### src/arl_pkg.sv
package arl_pkg;

    // Instruction class codes reported with each result.
    typedef enum logic [2:0] {
        CLS_OTHER  = 3'd0,
        CLS_B      = 3'd1,
        CLS_CB     = 3'd2,
        CLS_TB     = 3'd3,
        CLS_BCOND  = 3'd4,
        CLS_ADR    = 3'd5,
        CLS_ADRP   = 3'd6,
        CLS_LDRLIT = 3'd7
    } t_insn_class;

    // One input beat.
    typedef struct packed {
        logic [31:0] instruction_word;
        logic [63:0] source_address;
        logic [63:0] dest_address;
    } t_in_item;

    // One result beat.
    typedef struct packed {
        logic [31:0] relocated_word;
        t_insn_class insn_class;
        logic        offset_overflow;
    } t_out_item;

    // Opcode match masks and patterns.
    localparam logic [31:0] B_MASK      = 32'h7C00_0000;
    localparam logic [31:0] B_PAT       = 32'h1400_0000;
    localparam logic [31:0] CB_MASK     = 32'h7E00_0000;
    localparam logic [31:0] CB_PAT      = 32'h3400_0000;
    localparam logic [31:0] TB_PAT      = 32'h3600_0000;
    localparam logic [31:0] BYTE3_MASK  = 32'hFF00_0000;
    localparam logic [31:0] BCOND_PAT   = 32'h5400_0000;
    localparam logic [31:0] LDRLIT_PAT  = 32'h5800_0000;
    localparam logic [31:0] ADR_MASK    = 32'h9F00_0000;
    localparam logic [31:0] ADR_PAT     = 32'h1000_0000;
    localparam logic [31:0] ADRP_PAT    = 32'h9000_0000;

    // Low address bits dropped for a 4 KiB page.
    localparam int PAGE_BITS = 12;

    // Pipeline depth from accepted beat to result strobe.
    localparam int LATENCY = 3;

endpackage

### src/arm64_pc_relative_relocator.sv
// AArch64 PC-relative instruction relocator.
// Input channel: drive i_in (instruction word, original address, new address)
// and raise start; the beat is taken at a rising edge where start is high and
// busy is low. busy is high while reset is applied and in the first cycle after
// it is released; from then on a new instruction can be taken every cycle.
// Result channel: o_out (rewritten word, class code, out-of-range flag) shows
// for exactly one cycle with o_strobe high. The receiver cannot stall, so the
// result must be captured in that cycle.
// Throughput is one instruction per cycle. The stages are: input register,
// opcode decode with address difference (64-bit byte and page subtracts),
// immediate add with range check and repack (one 64-bit add), result
// register.
// Reset (i_rst_n low, synchronous) drops every beat in flight and clears the
// strobe; payload registers are not cleared.
module arm64_pc_relative_relocator (
    input  logic              i_clk,
    input  logic              i_rst_n,
    input  logic              start,
    output logic              busy,
    input  arl_pkg::t_in_item i_in,
    output arl_pkg::t_out_item o_out,
    output logic              o_strobe
);

    // Ready flag, set at the first clock edge after reset is released.
    logic r_rdy;

    // Stage 1: captured input beat.
    logic              r_v1;
    arl_pkg::t_in_item r_in1;

    // Stage 2: decoded class and scaled address difference.
    logic                  r_v2;
    logic [31:0]           r_word2;
    arl_pkg::t_insn_class  r_cls2;
    logic [63:0]           r_diff2;

    // Stage 3: result register.
    logic               r_strobe;
    arl_pkg::t_out_item r_out;

    logic                 n_v1;
    logic                 accept;
    arl_pkg::t_insn_class n_cls2;
    logic [63:0]          n_diff2;
    logic [63:0]          byte_diff;
    logic [63:0]          page_diff;
    logic [31:0]          w1;

    logic [63:0]        imm_ext;
    logic [63:0]        q;
    arl_pkg::t_out_item n_out;

    assign accept = start && r_rdy;
    assign n_v1   = accept;
    assign busy   = !r_rdy;
    assign w1     = r_in1.instruction_word;

    // Decode the opcode in priority order.
    always_comb begin
        priority if ((w1 & arl_pkg::B_MASK) == arl_pkg::B_PAT) begin
            n_cls2 = arl_pkg::CLS_B;
        end else if ((w1 & arl_pkg::CB_MASK) == arl_pkg::CB_PAT) begin
            n_cls2 = arl_pkg::CLS_CB;
        end else if ((w1 & arl_pkg::CB_MASK) == arl_pkg::TB_PAT) begin
            n_cls2 = arl_pkg::CLS_TB;
        end else if ((w1 & arl_pkg::BYTE3_MASK) == arl_pkg::BCOND_PAT) begin
            n_cls2 = arl_pkg::CLS_BCOND;
        end else if ((w1 & arl_pkg::ADR_MASK) == arl_pkg::ADR_PAT) begin
            n_cls2 = arl_pkg::CLS_ADR;
        end else if ((w1 & arl_pkg::ADR_MASK) == arl_pkg::ADRP_PAT) begin
            n_cls2 = arl_pkg::CLS_ADRP;
        end else if ((w1 & arl_pkg::BYTE3_MASK) == arl_pkg::LDRLIT_PAT) begin
            n_cls2 = arl_pkg::CLS_LDRLIT;
        end else begin
            n_cls2 = arl_pkg::CLS_OTHER;
        end
    end

    // Form the byte or page difference and scale it to immediate units.
    // The immediate term never touches the dropped low bits, so it is added later.
    assign byte_diff = r_in1.source_address - r_in1.dest_address;
    assign page_diff = {r_in1.source_address[63:arl_pkg::PAGE_BITS],
                        {arl_pkg::PAGE_BITS{1'b0}}}
                     - {r_in1.dest_address[63:arl_pkg::PAGE_BITS],
                        {arl_pkg::PAGE_BITS{1'b0}}};

    always_comb begin
        unique case (n_cls2)
            arl_pkg::CLS_ADR:  n_diff2 = byte_diff;
            arl_pkg::CLS_ADRP: n_diff2 = {{arl_pkg::PAGE_BITS{page_diff[63]}},
                                          page_diff[63:arl_pkg::PAGE_BITS]};
            default:           n_diff2 = {{2{byte_diff[63]}}, byte_diff[63:2]};
        endcase
    end

    // Pick the sign-extended original immediate.
    always_comb begin
        unique case (r_cls2)
            arl_pkg::CLS_B:
                imm_ext = {{38{r_word2[25]}}, r_word2[25:0]};
            arl_pkg::CLS_TB:
                imm_ext = {{50{r_word2[18]}}, r_word2[18:5]};
            arl_pkg::CLS_ADR, arl_pkg::CLS_ADRP:
                imm_ext = {{43{r_word2[23]}}, r_word2[23:5], r_word2[30:29]};
            default:
                imm_ext = {{45{r_word2[23]}}, r_word2[23:5]};
        endcase
    end

    assign q = r_diff2 + imm_ext;

    // Repack the new immediate and flag values that do not fit the field.
    always_comb begin
        n_out.insn_class = r_cls2;
        unique case (r_cls2)
            arl_pkg::CLS_OTHER: begin
                n_out.relocated_word  = r_word2;
                n_out.offset_overflow = 1'b0;
            end
            arl_pkg::CLS_B: begin
                n_out.relocated_word  = {r_word2[31:26], q[25:0]};
                n_out.offset_overflow = !((&q[63:25]) || !(|q[63:25]));
            end
            arl_pkg::CLS_TB: begin
                n_out.relocated_word  = {r_word2[31:19], q[13:0], r_word2[4:0]};
                n_out.offset_overflow = !((&q[63:13]) || !(|q[63:13]));
            end
            arl_pkg::CLS_ADR, arl_pkg::CLS_ADRP: begin
                n_out.relocated_word  = {r_word2[31], q[1:0], r_word2[28:24],
                                         q[20:2], r_word2[4:0]};
                n_out.offset_overflow = !((&q[63:20]) || !(|q[63:20]));
            end
            default: begin
                n_out.relocated_word  = {r_word2[31:24], q[18:0], r_word2[4:0]};
                n_out.offset_overflow = !((&q[63:18]) || !(|q[63:18]));
            end
        endcase
    end

    // Advance the control flags; drop everything in flight on reset.
    always_ff @(posedge i_clk) begin
        if (!i_rst_n) begin
            r_rdy    <= 1'b0;
            r_v1     <= 1'b0;
            r_v2     <= 1'b0;
            r_strobe <= 1'b0;
        end else begin
            r_rdy    <= 1'b1;
            r_v1     <= n_v1;
            r_v2     <= r_v1;
            r_strobe <= r_v2;
        end
    end

    // Advance the payload registers.
    always_ff @(posedge i_clk) begin
        if (accept) begin
            r_in1 <= i_in;
        end
        if (r_v1) begin
            r_word2 <= w1;
            r_cls2  <= n_cls2;
            r_diff2 <= n_diff2;
        end
        if (r_v2) begin
            r_out <= n_out;
        end
    end

    assign o_out    = r_out;
    assign o_strobe = r_strobe;

endmodule

### config.mk
export PLATFORM = sky130hd
export DESIGN_NAME = arm64_pc_relative_relocator
export DESIGN_NICKNAME = d
export VERILOG_FILES = /design/src/arl_pkg.sv /design/src/arm64_pc_relative_relocator.sv
export SDC_FILE = /design/constraint.sdc
export NUM_CORES = 1
export LEC_CHECK = 0
export BUFFER_PORTS_ARGS = -buffer_cell sky130_fd_sc_hd__buf_2
export CORE_ASPECT_RATIO = 0.75
export CORE_MARGIN = 5
export CORE_UTILIZATION = 40
export DETAILED_ROUTE_END_ITERATION = 6
export GPL_ROUTABILITY_DRIVEN = 1
export PLACE_DENSITY_LB_ADDON = 0.15
export REMOVE_ABC_BUFFERS = 1
export SLEW_MARGIN = 10
export SYNTH_ARGS = -nofsm -noshare
export SYNTH_HDL_FRONTEND = slang
export SYNTH_SLANG_ARGS = --single-unit
### constraint.sdc
create_clock -name i_clk -period 8.35 [get_ports i_clk]
set_clock_uncertainty 0.05 [all_clocks]
set_input_delay 0.835 -clock i_clk [delete_from_list [all_inputs] [get_ports i_clk]]
set_output_delay 0.835 -clock i_clk [all_outputs]
set_load 0.01 [all_outputs]
# ---- Word level (Yosys, flattened, before mapping)
# Cells that the tools add are included.
dict set report word_totals {
  regBits 299
  inputBits 163
  out_inout_bits 38
  wordCells 65
}
dict set report op_classes {
  reduce_logical 24
  n_mux 12
  eq_ne 13
  add_sub_neg 3
}
# operator count
set ops {}
lappend ops {{$pmux 64 s3} 1}
lappend ops {{$pmux 64 s2} 1}
lappend ops {{$sub 64x64->64} 2}
lappend ops {{$pmux 31 s4} 1}
lappend ops {{$add 64x64->64} 1}
lappend ops {{$reduce_and 51->1} 1}
lappend ops {{$reduce_or 51->1} 1}
lappend ops {{$reduce_and 46->1} 1}
lappend ops {{$reduce_or 46->1} 1}
lappend ops {{$reduce_and 44->1} 1}
lappend ops {{$reduce_or 44->1} 1}
lappend ops {{$reduce_and 39->1} 1}
lappend ops {{$reduce_or 39->1} 1}
lappend ops {{$mux 3} 7}
lappend ops {{$eq 6x5->1 const B} 3}
lappend ops {{$eq 8x7->1 const B} 2}
lappend ops {{$eq 3x3->1 const B} 4}
lappend ops {{$logic_not 1->1} 9}
lappend ops {{$eq 6x6->1 const B} 1}
lappend ops {{$eq 5x3->1 const B} 1}
lappend ops {{$logic_or 1x1->1} 4}
lappend ops {{$pmux 1 s4} 1}
lappend ops {{$eq 3x1->1 const B} 1}
lappend ops {{$eq 3x2->1 const B} 1}
lappend ops {{other kinds (4)} 4}

# ---- Depth between registers and ports, before layout
dict set report depth {
  ltp_word 10
  ltp_mapped 23
  mapped_depth_nobuf 20
}

# ---- Least setup slack after synthesis
# OpenSTA, ideal clock, no wires.
dict set report synth_timing {
  path_type {reg-to-reg}
  from {register r_cls2[0]}
  to {register r_out, in the netlist o_out[0], data pin}
  slack_ns 2.299
  synth_period_minus_slack_ns 6.051
  setup_ns 0.264
  n_path_buf 3
  arrival_time_ns 5.737
  stages_incl_launch_ff 21
  required_time_ns 8.036
  path_cell_list {edfxtp_1 clkbuf_1 nor2b_1 nor2_1 a21oi_1 ha_1 buf_4 a21o_1 a31oi_2 o22ai_1 or2_1 buf_2 a21oi_2 nand2_1 a311oi_1 a211oi_1 or4_4 nor4_2 nand4_1 a211oi_2 o22ai_1}
}
# element line_no
set synth_lines {}
lappend synth_lines {{start: declaration} arm64_pc_relative_relocator.sv:35} ;# arl_pkg::t_insn_class r_cls2;
lappend synth_lines {{start signal: assignment} arm64_pc_relative_relocator.sv:163} ;# r_cls2 <= n_cls2;
lappend synth_lines {{end signal: assignment} arm64_pc_relative_relocator.sv:167} ;# r_out <= n_out;
lappend synth_lines {{end: declaration} arm64_pc_relative_relocator.sv:40} ;# arl_pkg::t_out_item r_out;

==> run_summary.xml <==
<?xml version="1.0" encoding="UTF-8"?>
<metrics>
  <group name="outcome">
    <metric name="outcome" unit="">finished clean</metric>
  </group>
  <group name="global_route">
    <metric name="grt_util_met3" unit="%">3.63</metric>
    <metric name="grtUsageMet1" unit="%">39.8</metric>
    <metric name="grt_most_used_layer" unit="">met1</metric>
    <metric name="antenna_violations_before_repair" unit="">0</metric>
    <metric name="first_global_vias" unit="">19100</metric>
    <metric name="grtUsageTotal" unit="%">25.7</metric>
    <metric name="grt_max_degree" unit="">78</metric>
    <metric name="grt_pass1_wl" unit="um">123000</metric>
    <metric name="grt_overflow" unit="">0</metric>
    <metric name="use_met2" unit="%">38.3</metric>
  </group>
  <group name="finish">
    <metric name="num_antenna_cells" unit="">0</metric>
    <metric name="area_growth" unit="%">10.4</metric>
    <metric name="post_layout_nonfiller_instances" unit="">3387</metric>
    <metric name="fin_area" unit="um^2">25100</metric>
    <metric name="final_util" unit="%">44.7</metric>
    <metric name="fin_nets" unit="">2928</metric>
    <metric name="final_layout_size_suffix_gt1_share" unit="%">12.8</metric>
  </group>
  <group name="timing">
    <metric name="grt_setup_unrepaired" unit="">false</metric>
    <metric name="maxSlewHeadroom" unit="%">14.8</metric>
    <metric name="setup_total_negative_slack" unit="ns">0</metric>
    <metric name="report.final.setup_viol" unit="">0</metric>
    <metric name="final-max-slew-violation-count" unit="">0</metric>
    <metric name="timing.final.crit_share" unit="%">80.1</metric>
    <metric name="finalWorstPathRequiredPeriod" unit="ns">6.69</metric>
    <metric name="max_slew.worst_pin.slew" unit="ns">1.25</metric>
    <metric name="max_freq" unit="MHz">150</metric>
    <metric name="hold_viol" unit="">0</metric>
  </group>
  <group name="worst_setup_path">
    <metric name="crit_path_end_kind" unit="">register</metric>
    <metric name="timing_worst_setup_path_type" unit="">register to register</metric>
    <metric name="cp.arrival" unit="ns">6.97</metric>
    <metric name="critical_path_s_top_delay_family" unit="">simple AND/OR/NAND/NOR gates</metric>
    <metric name="crit_buf_inv" unit="">3</metric>
    <metric name="worst_setup_path_start_kind" unit="">register</metric>
    <metric name="critical_path_peak_fanout" unit="">51</metric>
    <metric name="worst_endpoint_required_time" unit="ns">8.63</metric>
    <metric name="cp_cell_sequence" unit="">buf_4 -&gt; buf_4 -&gt; nor2b_1 -&gt; nor2_1 -&gt; a21oi_2 -&gt; buf_4 -&gt; ha_1 -&gt; nand4_1 -&gt; nor3_2 -&gt; nand2_1 -&gt; a2111oi_0 -&gt; a211oi_1 -&gt; a31o_2 -&gt; nor4_2 -&gt; nand4_1 -&gt; nor4_2 -&gt; nand4_1 -&gt; a211oi_2 -&gt; o22ai_1</metric>
    <metric name="cpPeakStageDelay" unit="ns">0.72</metric>
    <metric name="library_cell_contributing_the_largest_single_delay_on_the_critical_path" unit="">sky130_fd_sc_hd__a2111oi_0</metric>
    <metric name="worst-r2r-setup-slack" unit="ns">1.66</metric>
  </group>
  <group name="logic_synthesis">
    <metric name="yosys_register_bits" unit="">299</metric>
    <metric name="syn-cell-area" unit="um^2">22700</metric>
    <metric name="synth_async_sr_flop_share" unit="%">0</metric>
    <metric name="synth_sequential_area_ratio" unit="%">39.4</metric>
    <metric name="synth_largest_type_area_fraction" unit="%">39.0</metric>
    <metric name="synth.largest_area_cell" unit="">sky130_fd_sc_hd__edfxtp_1</metric>
    <metric name="yosysWarningCount" unit="">0</metric>
    <metric name="post_synth_num_cell_types" unit="">104</metric>
    <metric name="postSynthAreaPerCell" unit="um^2">8.96</metric>
    <metric name="synth-edff-count" unit="">295</metric>
    <metric name="synth_flop_type" unit="">sky130_fd_sc_hd__edfxtp_1</metric>
    <metric name="synth_area_leaders" unit="">sky130_fd_sc_hd__edfxtp_1 (39%), sky130_fd_sc_hd__ha_1 (7.1%), sky130_fd_sc_hd__a21oi_1 (6.5%)</metric>
    <metric name="synthesis.instances" unit="">2533</metric>
  </group>
  <group name="floorplanning">
    <metric name="core-area" unit="um^2">56000</metric>
    <metric name="design.portCount" unit="">201</metric>
    <metric name="die_outline_area" unit="um^2">61700</metric>
    <metric name="initial_utilization" unit="%">40.5</metric>
    <metric name="dieHeight" unit="um">216</metric>
    <metric name="fp-row-count" unit="">75</metric>
    <metric name="fp.dieW" unit="um">285</metric>
  </group>
  <group name="power">
    <metric name="p_switching" unit="W">0.00128</metric>
    <metric name="power.density_cell_area" unit="nW/um^2">161</metric>
    <metric name="internal_power" unit="W">0.00276</metric>
    <metric name="power_frac_clock" unit="%">32.1</metric>
    <metric name="p_leak" unit="nW">9.31</metric>
    <metric name="power.ir.vdd_worst" unit="mV">0.167</metric>
    <metric name="share_of_total_power_consumed_by_net_switching" unit="%">31.6</metric>
    <metric name="power_frac_comb" unit="%">24.3</metric>
    <metric name="share_seq_of_total_power" unit="%">43.6</metric>
  </group>
  <group name="clocking">
    <metric name="max-clock-path-buffers" unit="">3</metric>
    <metric name="clkSlewWorstSetupHoldPaths" unit="ns">0.06</metric>
    <metric name="clock_insertion_delay_worst_skew" unit="ns">0.60</metric>
    <metric name="cts_buffers" unit="">31</metric>
    <metric name="hold_buffers" unit="">0</metric>
    <metric name="cts_tree" unit="">done</metric>
    <metric name="tritoncts_num_sinks" unit="">299</metric>
    <metric name="postCtsSetupRepairBufs" unit="">0</metric>
    <metric name="clock_tree.htree_level_count" unit="">1</metric>
    <metric name="clk_root_buffer_cell" unit="">sky130_fd_sc_hd__clkbuf_16</metric>
    <metric name="cts_repair_resize_count" unit="">0</metric>
  </group>
  <group name="drt">
    <metric name="ant_nets" unit="">0</metric>
    <metric name="drt_pre_antenna_iters" unit="">6</metric>
    <metric name="detailedRoute.firstIterationViolations" unit="">1979</metric>
    <metric name="routed_wire_length_per_instance" unit="um">24.5</metric>
    <metric name="post_detailed_route_via_to_cell_ratio" unit="">5.95</metric>
    <metric name="num_vias" unit="">20100</metric>
    <metric name="drc_errors" unit="">0</metric>
    <metric name="finalWirelength" unit="um">83000</metric>
  </group>
  <group name="flow_run">
    <metric name="timing.max_cap.violations" unit="">0</metric>
  </group>
  <group name="placement">
    <metric name="place.port_buffers" unit="">200</metric>
    <metric name="routabilityCongestion" unit="">0.973</metric>
    <metric name="dp_hpwl" unit="um">68500</metric>
    <metric name="dpl.cell_count" unit="">3332</metric>
    <metric name="place_area" unit="um^2">24100</metric>
  </group>
  <group name="worst_hold_path">
    <metric name="hold_class" unit="">primary input to register</metric>
  </group>
</metrics>
==> sequential cells by signal, indices dropped and copies added, names as in the netlist <==
| register | flops |
|---|---|
| r_diff2 | 64 |
| r_in1 | 128 |
| r_word2 | 32 |
| o_out | 36 |
| r_v1 | 1 |
| o_strobe | 1 |
| w1 | 32 |
| r_rdy | 1 |
| r_v2 | 1 |
| r_cls2 | 3 |
==> Yosys cell counts (10+ instances only) <==
cell type,number
sky130_fd_sc_hd__a211oi_1,48
sky130_fd_sc_hd__a21boi_0,18
sky130_fd_sc_hd__a21o_1,44
sky130_fd_sc_hd__a21oi_1,297
sky130_fd_sc_hd__a221o_1,12
sky130_fd_sc_hd__a31oi_1,29
sky130_fd_sc_hd__a32oi_1,14
sky130_fd_sc_hd__and2_1,16
sky130_fd_sc_hd__and3_1,11
sky130_fd_sc_hd__buf_1,13
sky130_fd_sc_hd__buf_2,22
sky130_fd_sc_hd__clkbuf_1,104
sky130_fd_sc_hd__edfxtp_1,295
sky130_fd_sc_hd__ha_1,128
sky130_fd_sc_hd__inv_1,130
sky130_fd_sc_hd__mux2_2,12
sky130_fd_sc_hd__mux2i_1,17
sky130_fd_sc_hd__nand2_1,234
sky130_fd_sc_hd__nand2b_1,20
sky130_fd_sc_hd__nand3_1,37
sky130_fd_sc_hd__nand4_1,66
sky130_fd_sc_hd__nor2_1,207
sky130_fd_sc_hd__nor2b_1,24
sky130_fd_sc_hd__nor3_1,41
sky130_fd_sc_hd__nor4_1,12
sky130_fd_sc_hd__o211ai_1,16
sky130_fd_sc_hd__o21a_1,41
sky130_fd_sc_hd__o21ai_0,201
sky130_fd_sc_hd__o21ai_1,15
sky130_fd_sc_hd__o21bai_1,39
sky130_fd_sc_hd__o22ai_1,17
sky130_fd_sc_hd__or2_2,10
sky130_fd_sc_hd__or3_1,11
sky130_fd_sc_hd__xnor2_1,100
sky130_fd_sc_hd__xor2_1,65
==> power groups by stage <==
stage	Clock, W	Combinational (W)	Sequential [W]
finish	0.00130	0.000980	0.00176
global route	0.00141	0.00105	0.00177
CTS	0.00134	0.000962	0.00176
detailed placement	0	0.000956	0.00179
global placement	0	0.000963	0.00179
floorplan	0	0.000599	0.00179
==> layer usage <==
| layer | part of all wire [%] | vias up |
|---|---|---|
| met4 | 2.3 | 0 |
| met1 | 49 | 9694 |
| met5 | 0 | - |
| met3 | 6.7 | 76 |
| met2 | 42 | 755 |
| li1 | - | 9619 |
==> cell families (layout without fill, tap and decap cells) <==
logic type / after synthesis / in the layout / share of synthesized area, %
compound gates: 896 / 896 / 25.0
simple gates: 732 / 732 / 15.5
flops: 299 / 299 / 39.4
buf+inv: 280 / 403 / 5.04
xor+xnor: 165 / 165 / 6.36
fa+ha+maj: 131 / 131 / 7.32
mux: 30 / 30 / 1.44
==> metrics by stage <==
| step | hold slack (ns) | power [W] | setup slack, ns |
|---|---|---|---|
| 2_1_floorplan | 0.350 | 0.00239 | 0.168 |
| 3_3_place_gp | 0.351 | 0.00275 | 1.74 |
| 3_5_place_dp | 0.355 | 0.00275 | 1.89 |
| 4_1_cts | 0.295 | 0.00406 | 1.84 |
| 5_1_grt | 0.305 | 0.00422 | 1.44 |
| 6_report | 0.336 | 0.00404 | 1.66 |
==> worst reg2reg max path, delay by kind of cell, from the launching register on <==
kind | cells | cell delay [ns]
DFF | 1 | 0.36
buffers and inverters | 3 | 1.01
adders and majority gates | 1 | 0.62
and+or+nand+nor | 9 | 2.68
AOI/OAI and AO/OA | 6 | 1.70
==> path summary, 6_finish.rpt <==
kind	to	start	cells after the start
setup / recovery	o_out[0]	r_cls2[2]	19
hold reg to reg	r_word2[14]	w1[14]	0
hold / removal	r_rdy	i_rst_n	1
setup reg to reg	o_out[0]	r_cls2[2]	19
==> placed cells by master (no fill, tap or decap), types with 18 or more instances in the layout <==
master | netlist | final
sky130_fd_sc_hd__nand2_1 | 234 | 234
sky130_fd_sc_hd__nand2b_1 | 20 | 20
sky130_fd_sc_hd__a21boi_0 | 18 | 18
sky130_fd_sc_hd__buf_2 | 22 | 200
sky130_fd_sc_hd__a21oi_1 | 297 | 296
sky130_fd_sc_hd__xnor2_1 | 100 | 100
sky130_fd_sc_hd__clkbuf_16 | 0 | 31
sky130_fd_sc_hd__edfxtp_1 | 295 | 295
sky130_fd_sc_hd__o21bai_1 | 39 | 39
sky130_fd_sc_hd__a31oi_1 | 29 | 29
sky130_fd_sc_hd__nor2b_1 | 24 | 24
sky130_fd_sc_hd__o21a_1 | 41 | 41
sky130_fd_sc_hd__nand4_1 | 66 | 66
sky130_fd_sc_hd__nor2_1 | 207 | 207
sky130_fd_sc_hd__nor3_1 | 41 | 40
sky130_fd_sc_hd__nand3_1 | 37 | 37
sky130_fd_sc_hd__a21o_1 | 44 | 44
sky130_fd_sc_hd__a211oi_1 | 48 | 48
sky130_fd_sc_hd__o21ai_0 | 201 | 201
sky130_fd_sc_hd__xor2_1 | 65 | 65
sky130_fd_sc_hd__inv_1 | 130 | 130
sky130_fd_sc_hd__ha_1 | 128 | 128
==> cell type report <==
cell class / count / area [um^2]
clock inverters: 16 / 133
multi-input cells: 1954 / 12600
flip-flops and latches: 299 / 8940
clock buffers: 39 / 806
repair buffers: 218 / 1150
fillers: 5553 / 31000
inverters: 130 / 488
well taps: 731 / 915
No activity file was read; power rests on OpenSTA's default activity.
